===== src/rtl/spa_pkg.sv =====
`timescale 1ns / 1ps
`default_nettype none

package spa_pkg;

  // used bitmap is kept as words of WORD_W slots; BIT_W bits index a slot within a word
  localparam int BIT_W  = 4;
  localparam int WORD_W = 1 << BIT_W;

  // request codes
  localparam logic [1:0] KIND_ALLOC = 2'd0;
  localparam logic [1:0] KIND_FREE  = 2'd1;
  localparam logic [1:0] KIND_CLEAR = 2'd2;

  // sequencer states
  typedef enum logic [2:0] {
    ST_IDLE   = 3'b001,
    ST_UPDATE = 3'b010,
    ST_SCAN   = 3'b100
  } spa_state_t;

  // search result for one bitmap word
  typedef struct packed {
    logic             found;
    logic [BIT_W-1:0] bit_idx;
  } spa_find_t;

endpackage

`default_nettype wire


===== src/rtl/slot_pool_allocator.sv =====
`timescale 1ns / 1ps
`default_nettype none

// Clear, unknown and immediately failing requests: result registered on accept, and the
// next item may follow at once. Free and allocate at the mark: one read-modify-write of a
// bitmap word, read on accept, written back and answered in UPDATE. Allocate into a hole:
// word scan in SCAN, at most ceil(POOL_SLOTS/16) words, read in turn from the bitmap RAM.
// Synchronous active-low reset clears mark, hole count and control; the bitmap is not cleared.
// The receiver cannot stall: out_valid marks each result for exactly one cycle.
module slot_pool_allocator #(
  parameter int POOL_SLOTS = 64,
  parameter int SLOT_W     = (POOL_SLOTS > 1) ? $clog2(POOL_SLOTS) : 1,
  parameter int CNT_W      = $clog2(POOL_SLOTS + 1)
) (
  input  wire logic              clk,
  input  wire logic              rst_n,
  input  wire logic              start,
  output logic                   busy,
  input  wire logic [1:0]        in_kind,
  input  wire logic [SLOT_W-1:0] in_slot,
  output logic                   out_valid,
  output logic                   out_ok,
  output logic      [SLOT_W-1:0] out_granted_slot,
  output logic      [CNT_W-1:0]  out_high_water,
  output logic      [CNT_W-1:0]  out_hole_count
);

  import spa_pkg::*;

  localparam int WORDS   = (POOL_SLOTS + WORD_W - 1) / WORD_W;
  localparam int WADDR_W = (WORDS > 1) ? $clog2(WORDS) : 1;
  localparam int IDX_W   = WADDR_W + BIT_W;
  localparam logic [IDX_W:0] POOL_X = (IDX_W + 1)'(POOL_SLOTS);

  spa_state_t         state_r, state_nxt;
  logic [CNT_W-1:0]   mark_r, mark_nxt;
  logic [CNT_W-1:0]   holes_r, holes_nxt;
  logic [IDX_W-1:0]   tgt_r, tgt_nxt;
  logic               op_free_r, op_free_nxt;
  logic [WADDR_W-1:0] scan_word_r, scan_word_nxt;
  logic [WADDR_W-1:0] last_word_r, last_word_nxt;
  logic               out_valid_r;
  logic               out_ok_r;
  logic [SLOT_W-1:0]  out_slot_r;
  logic [CNT_W-1:0]   out_hw_r;
  logic [CNT_W-1:0]   out_holes_r;

  logic               accept;
  logic               emit;
  logic               res_ok;
  logic [SLOT_W-1:0]  res_slot;
  logic               rd_en;
  logic [WADDR_W-1:0] rd_addr;
  logic               wr_en;
  logic [WADDR_W-1:0] wr_addr;
  logic [WORD_W-1:0]  wr_data;
  logic [WORD_W-1:0]  rd_data;
  logic [WORD_W-1:0]  tgt_bit;
  logic [IDX_W-1:0]   slot_x;
  logic [IDX_W-1:0]   mark_idx;
  logic [IDX_W-1:0]   mark_m1;
  logic [IDX_W:0]     mark_x;
  logic [IDX_W:0]     lim;
  spa_find_t          find;

  assign busy   = (state_r != ST_IDLE);
  assign accept = start && !busy;

  assign slot_x   = IDX_W'(in_slot);
  assign mark_idx = IDX_W'(mark_r);
  assign mark_m1  = IDX_W'(mark_r - CNT_W'(1));
  assign mark_x   = (IDX_W + 1)'(mark_r);
  assign tgt_bit  = WORD_W'(1) << tgt_r[BIT_W-1:0];

  // slots of the current scan word that lie below the mark
  assign lim = mark_x - {1'b0, scan_word_r, BIT_W'(0)};

  // used bitmap, one word per 16 slots
  spa_ram #(
    .WIDTH (WORD_W),
    .DEPTH (WORDS),
    .AW    (WADDR_W)
  ) u_bitmap (
    .clk     (clk),
    .wr_en   (wr_en),
    .wr_addr (wr_addr),
    .wr_data (wr_data),
    .rd_en   (rd_en),
    .rd_addr (rd_addr),
    .rd_data (rd_data)
  );

  // lowest free slot below the mark in the word just read
  spa_find #(
    .LIM_W (IDX_W + 1)
  ) u_find (
    .word_i (rd_data),
    .lim_i  (lim),
    .find_o (find)
  );

  assign rd_en = accept || (state_r == ST_SCAN);

  // request sequencer
  always_comb begin
    state_nxt     = state_r;
    mark_nxt      = mark_r;
    holes_nxt     = holes_r;
    tgt_nxt       = tgt_r;
    op_free_nxt   = op_free_r;
    scan_word_nxt = scan_word_r;
    last_word_nxt = last_word_r;
    emit          = 1'b0;
    res_ok        = 1'b0;
    res_slot      = '0;
    wr_en         = 1'b0;
    wr_addr       = scan_word_r;
    wr_data       = rd_data;
    rd_addr       = scan_word_r + WADDR_W'(1);
    unique case (state_r)
      ST_IDLE: begin
        rd_addr = '0;
        if (accept) begin
          unique case (in_kind)
            KIND_ALLOC: begin
              if (holes_r == '0) begin
                rd_addr = mark_idx[IDX_W-1:BIT_W];
                if (mark_x >= POOL_X) begin
                  emit = 1'b1;
                end else begin
                  tgt_nxt     = mark_idx;
                  op_free_nxt = 1'b0;
                  state_nxt   = ST_UPDATE;
                end
              end else if (mark_r == '0) begin
                // holes counted but nothing below the mark
                holes_nxt = '0;
                emit      = 1'b1;
              end else begin
                scan_word_nxt = '0;
                last_word_nxt = mark_m1[IDX_W-1:BIT_W];
                state_nxt     = ST_SCAN;
              end
            end
            KIND_FREE: begin
              rd_addr = slot_x[IDX_W-1:BIT_W];
              if ((IDX_W + 1)'(in_slot) >= POOL_X) begin
                emit = 1'b1;
              end else begin
                tgt_nxt     = slot_x;
                op_free_nxt = 1'b1;
                state_nxt   = ST_UPDATE;
              end
            end
            KIND_CLEAR: begin
              mark_nxt  = '0;
              holes_nxt = '0;
              res_ok    = 1'b1;
              emit      = 1'b1;
            end
            default: begin
              emit = 1'b1;
            end
          endcase
        end
      end
      ST_UPDATE: begin
        wr_en     = 1'b1;
        wr_addr   = tgt_r[IDX_W-1:BIT_W];
        emit      = 1'b1;
        res_ok    = 1'b1;
        state_nxt = ST_IDLE;
        if (op_free_r) begin
          wr_data = rd_data & ~tgt_bit;
          if (mark_r != '0 && ((IDX_W + 1)'(tgt_r) + (IDX_W + 1)'(1)) == mark_x) begin
            mark_nxt = mark_r - CNT_W'(1);
          end else if ((IDX_W + 1)'(holes_r) < POOL_X) begin
            holes_nxt = holes_r + CNT_W'(1);
          end
        end else begin
          wr_data  = rd_data | tgt_bit;
          mark_nxt = mark_r + CNT_W'(1);
          res_slot = SLOT_W'(tgt_r);
        end
      end
      ST_SCAN: begin
        if (find.found) begin
          wr_en     = 1'b1;
          wr_data   = rd_data | (WORD_W'(1) << find.bit_idx);
          holes_nxt = holes_r - CNT_W'(1);
          emit      = 1'b1;
          res_ok    = 1'b1;
          res_slot  = SLOT_W'({scan_word_r, find.bit_idx});
          state_nxt = ST_IDLE;
        end else if (scan_word_r == last_word_r) begin
          // no hole found below the mark
          holes_nxt = '0;
          emit      = 1'b1;
          state_nxt = ST_IDLE;
        end else begin
          scan_word_nxt = scan_word_r + WADDR_W'(1);
        end
      end
      default: begin
        state_nxt = ST_IDLE;
      end
    endcase
  end

  // control registers
  always_ff @(posedge clk) begin
    if (!rst_n) begin
      state_r     <= ST_IDLE;
      mark_r      <= '0;
      holes_r     <= '0;
      out_valid_r <= 1'b0;
    end else begin
      state_r     <= state_nxt;
      mark_r      <= mark_nxt;
      holes_r     <= holes_nxt;
      out_valid_r <= emit;
    end
  end

  // request context and result payload
  always_ff @(posedge clk) begin
    tgt_r       <= tgt_nxt;
    op_free_r   <= op_free_nxt;
    scan_word_r <= scan_word_nxt;
    last_word_r <= last_word_nxt;
    if (emit) begin
      out_ok_r    <= res_ok;
      out_slot_r  <= res_slot;
      out_hw_r    <= mark_nxt;
      out_holes_r <= holes_nxt;
    end
  end

  assign out_valid        = out_valid_r;
  assign out_ok           = out_ok_r;
  assign out_granted_slot = out_slot_r;
  assign out_high_water   = out_hw_r;
  assign out_hole_count   = out_holes_r;

endmodule

`default_nettype wire


===== src/rtl/spa_ram.sv =====
`timescale 1ns / 1ps
`default_nettype none

module spa_ram #(
  parameter int WIDTH = 16,
  parameter int DEPTH = 4,
  parameter int AW    = (DEPTH > 1) ? $clog2(DEPTH) : 1
) (
  input  wire logic             clk,
  input  wire logic             wr_en,
  input  wire logic [AW-1:0]    wr_addr,
  input  wire logic [WIDTH-1:0] wr_data,
  input  wire logic             rd_en,
  input  wire logic [AW-1:0]    rd_addr,
  output logic      [WIDTH-1:0] rd_data
);

  logic [WIDTH-1:0] mem [DEPTH];

  // one write port, one registered read port
  always_ff @(posedge clk) begin
    if (wr_en) begin
      mem[wr_addr] <= wr_data;
    end
    if (rd_en) begin
      rd_data <= mem[rd_addr];
    end
  end

endmodule

`default_nettype wire


===== src/rtl/spa_find.sv =====
`timescale 1ns / 1ps
`default_nettype none

module spa_find #(
  parameter int LIM_W = 8
) (
  input  wire logic [spa_pkg::WORD_W-1:0] word_i,
  input  wire logic [LIM_W-1:0]           lim_i,
  output spa_pkg::spa_find_t              find_o
);

  import spa_pkg::*;

  logic [WORD_W-1:0] cand;
  logic [WORD_W-1:0] lowest;
  logic [BIT_W-1:0]  idx;

  // free slots that lie below the mark
  always_comb begin
    for (int b = 0; b < WORD_W; b++) begin
      cand[b] = !word_i[b] && (LIM_W'(b) < lim_i);
    end
  end

  // isolate the lowest candidate and encode it
  assign lowest = cand & (~cand + WORD_W'(1));

  always_comb begin
    idx = '0;
    for (int b = 0; b < WORD_W; b++) begin
      if (lowest[b]) begin
        idx = idx | BIT_W'(b);
      end
    end
  end

  assign find_o.found   = |cand;
  assign find_o.bit_idx = idx;

endmodule

`default_nettype wire


===== config.mk =====
export PLATFORM = sky130hd
export DESIGN_NAME = slot_pool_allocator
export DESIGN_NICKNAME = d
export VERILOG_FILES = /design/src/rtl/spa_pkg.sv /design/src/rtl/slot_pool_allocator.sv /design/src/rtl/spa_ram.sv /design/src/rtl/spa_find.sv
export SDC_FILE = /design/constraint.sdc
export NUM_CORES = 1
export LEC_CHECK = 0
export BUFFER_PORTS_ARGS = -buffer_cell sky130_fd_sc_hd__clkbuf_2
export CAP_MARGIN = 20
export CORE_MARGIN = 1.5
export CORE_UTILIZATION = 56
export CTS_CLUSTER_SIZE = 24
export DETAILED_ROUTE_END_ITERATION = 7
export PLACE_DENSITY = 0.78
export REMOVE_ABC_BUFFERS = 1
export SYNTH_ARGS = -nofsm -noshare
export SYNTH_HDL_FRONTEND = slang
export SYNTH_HIERARCHICAL = 1
export SYNTH_SLANG_ARGS = --single-unit

===== constraint.sdc =====
create_clock -name clk -period 4.15 [get_ports clk]
set_input_delay 0.6225 -clock clk [delete_from_list [all_inputs] [get_ports clk]]
set_output_delay 0.6225 -clock clk [all_outputs]
set_load 0.05 [all_outputs]

==> results.yml <==
logic_synthesis:
  yosys.area.top_type: "edfxtp_1"
  yosysMostFrequentCell: "edfxtp_1"
  ys_warn_count: 6
  ys_types: 90
  synth_area_leaders: "edfxtp_1 (47%), dfxtp_1 (5.0%), nand2_1 (3.6%), mux4_2 (3.1%), o21ai_0 (2.4%)"
  synth_area_mm2: 0.007184
  synth_common_cells: "edfxtp_1 (112), nand2_1 (68), nor2_1 (38), o21ai_0 (34), clkbuf_1 (28)"
  seq_area_frac_synth: 0.5183
  synthFlopType: "edfxtp_1"
  synth_edf_count: 112
  ys_async_sr_fraction: 0
  syn_avg_cell_area_um2: 11.39
  ys_ff_latch: 130
  netlist.area_leader.share: 0.4681
  netlist_instances: 631
power:
  p_sw_frac: 0.2554
  p_leak_nw: 2.875
  comb_power_share: 0.091
  p_clk_frac: 0.442
  seq_power_share: 0.468
  powerDensity_mw_per_mm2: 396.4
  internal_power_w: 0.002395
  finalPower_w: 0.003217
  power.switching_w: 0.0008216
  ir_drop_mv: 0.5193
detailed_routing:
  wl_per_cell_um: 21.98
  totalWireLength_mm: 18.66
  drc_errors: 0
  drt_iter0_markers: 526
  dr_total_vias: 5514
  avgViaCountPerCell: 6.495
  first_pass_iters: 8
  ant_nets: 0
place:
  portBuffers: 33
  pre_cts_ws_ns: 0.05960
  hpwlAfterDp_mm: 12.41
  dpl_cell_area_mm2: 0.007515
  place_inst: 814
  finalWeightedCongestion: 0.8962
floorplanning:
  core_mm2: 0.01257
  die_x_um: 116.3
  boundaryPins: 34
  die_y_um: 116.3
  dieArea_mm2: 0.01352
  initial_utilization: 0.5716
  core.rowCount: 41
grt:
  grt-ovfl-total: 0
  grt_start_max_net_pins: 29
  grt_usage: 0.2927
  grt_pass1_vias: 5295
  grt_pass1_wl_mm: 28.88
  antenna_found_initial: 0
critical_path:
  path_class: "reg2reg"
  crit_fanout: 22
  r2r_cells: 13
  slowest_stage: "fa_1"
  end_kind: "register"
  cpMostUsedCell: "nand2_1"
  startpoint_type: "register"
  arrival_ns: 4.20
  rr_endpoint: "out_valid"
  cp_cell_sequence: "ha_1 > fa_1 > inv_1 > nor4_4 > nand2_1 > a2111oi_4 > nand4_1 > buf_4 > nand2_1 > nand2_1 > a311o_1 > buf_4 > and2_1"
  critPathMaxStageDelay_ns: 0.49
  reg2reg_slack_ns: 0.27
  required_ns: 4.47
  r2r_start: "scan_word_r[0]"
timing:
  setup_viol: 0
  final_max_slew_viol_count: 0
  max_slew.worst_pin.slew_ns: 1.066
  clock_skew_ns: 0.01507
  final_hold_viol_count: 0
  setup_tns_ns: 0
  fin_crit_sh: 0.9352
  max_slew_margin: 0.2894
  clock.fmax_ghz: 0.2576
  setup_ws_ns: 0.2687
  fin_crit_ns: 3.881
  grt_setup_unrepaired: "false"
min_path:
  hp-start: "in_slot[0]"
  whs_endpoint: "tgt_r[0]"
  hold_path_depth: 3
  holdCritPathClass: "in2reg"
clock_network:
  cts_hold_buf: 0
  cts_sinks: 130
  worst_skew_pair.late_latency_ns: 0.43
  numCtsBuffers: 17
  cts.htree.levels: 4
  cts_tree: "yes"
  root_buffer: "clkbuf_16"
  clockBufferDepth: 2
  clkTransAtPathRegs_ns: 0.06
final_layout:
  seqCellArea_mm2: 0.003724
  fin_area_mm2: 0.008115
  final.fill_count: 962
  multi_input_area_mm2: 0.003217
  stdcell_count: 849
  layout.nets: 688
  area_growth_pct: 12.96
  final_layout_size_suffix_gt1_frac: 0.1965
  antenna_cells: 0
flow_run:
  cap_violations: 0
status:
  status: "finished clean"
-- kinds of logic (layout without fill, tap and decap cells) --
group                    count (synthesis)  count (layout)  share of synthesized area
AND/OR/NAND/NOR                        232             232                     0.1745
adder cells (fa/ha/maj)                 13              13                    0.02368
multiplexers                            23              23                    0.06357
buffers and inverters                   60             106                    0.03831
XOR/XNOR                                17              17                    0.02177
AO/OA/AOI/OAI                          156             156                     0.1599
flip-flops                             130             130                     0.5183
-- power by group through the flow --
| stage | combinational (W) | sequential [W] | clock, W |
|---|---|---|---|
| global placement | 0.000278 | 0.00153 | 0 |
| global route | 0.000312 | 0.00151 | 0.00148 |
| finish | 0.000291 | 0.00151 | 0.00142 |
| CTS | 0.000288 | 0.00150 | 0.00144 |
| detailed placement | 0.000283 | 0.00153 | 0 |
| floorplan | 0.000162 | 0.00156 | 0 |
-- metrics by stage --
step	hold slack, ns	util
final	0.4801	0.6457
after global placement	0.6003	0.5979
after floorplan	0.5724	-
after detailed placement	0.6109	0.5979
after CTS	0.4627	0.6423
after global routing	0.4952	0.6457
-- how the worst max path moves through the flow --
stage	slack (ns)	to	cells after the start	from
finish	0.27	out_valid	13	scan_word_r[0]
detailed placement	0.06	u_bitmap/mem[2][14]	11	scan_word_r[0]
global placement	0.16	u_bitmap/mem[3][14]	11	scan_word_r[0]
global route	0.03	out_valid	13	scan_word_r[0]
CTS	0.04	u_bitmap/mem[2][7]	11	scan_word_r[0]
floorplan	-0.21	u_bitmap/mem[0][0]	11	mark_r[4]
-- cells in the final DEF (no fill, tap or decap), types with 5 or more instances in the layout --
| cell | synthesis | routed |
|---|---|---|
| a21oi_1 | 22 | 21 |
| and3_1 | 6 | 5 |
| a21o_1 | 5 | 5 |
| o211ai_1 | 11 | 11 |
| mux4_2 | 10 | 10 |
| buf_4 | 1 | 22 |
| o221ai_1 | 13 | 13 |
| inv_1 | 19 | 19 |
| a22o_1 | 6 | 6 |
| clkbuf_2 | 1 | 33 |
| nand3_1 | 26 | 26 |
| clkbuf_16 | 0 | 17 |
| nand3b_1 | 6 | 6 |
| a31oi_1 | 8 | 8 |
| ha_1 | 12 | 12 |
| dfxtp_1 | 18 | 18 |
| nand2b_1 | 12 | 12 |
| inv_6 | 0 | 5 |
| mux4_1 | 6 | 6 |
| nor2_1 | 38 | 38 |
| or3_1 | 5 | 5 |
| nand4_1 | 8 | 8 |
| xor2_1 | 5 | 5 |
| nor2b_1 | 10 | 10 |
| nand2_1 | 68 | 68 |
| and2_1 | 8 | 8 |
| nor3_1 | 12 | 12 |
| xnor2_1 | 11 | 11 |
| o21ai_0 | 34 | 33 |
| edfxtp_1 | 112 | 112 |
-- worst max-delay path, delay by kind of cell, from the launching register on --
family                   cells  cell delay [ns]
adder cells (fa/ha/maj)      2             0.69
AND/OR/NAND/NOR              6             1.34
flip-flops                   1             0.38
buffers and inverters        3             0.57
AO/OA/AOI/OAI                2             0.77
-- flip-flops by register name, summed over array words and instances (netlist names) --
register and count:
out_valid 1, mark_r 7, u_bitmap/rd_data 16, scan_word_r 2, last_word_r 2, out_granted_slot 6
holes_r 7, state_r 3, out_hole_count 7, out_high_water 7, u_bitmap/mem 64, tgt_r 6
op_free_r 1, out_ok 1
-- layout make-up --
type,count,area share
Clock buffer,18,0.05288
Timing Repair Buffer,55,0.04070
Clock inverter,14,0.01588
Tap cell,172,0.02652
Inverter,19,0.008788
Sequential cell,130,0.4588
Multi-Input combinational cell,441,0.3964
-- what timing repair did --
action	CTS	global route
endpoints found under the setup margin	0	111
buffers inserted	0	3
resized for setup	0	6
-- layer usage --
layer,vias up,wire length [µm],GRT usage
li1,2505,-,-
met1,2671,7502,0.3606
met2,273,9128,0.4847
met3,65,1168,0.06020
met4,0,860,0.1634
met5,-,0,0
Note: power is estimated with default switching activity, not from simulation.
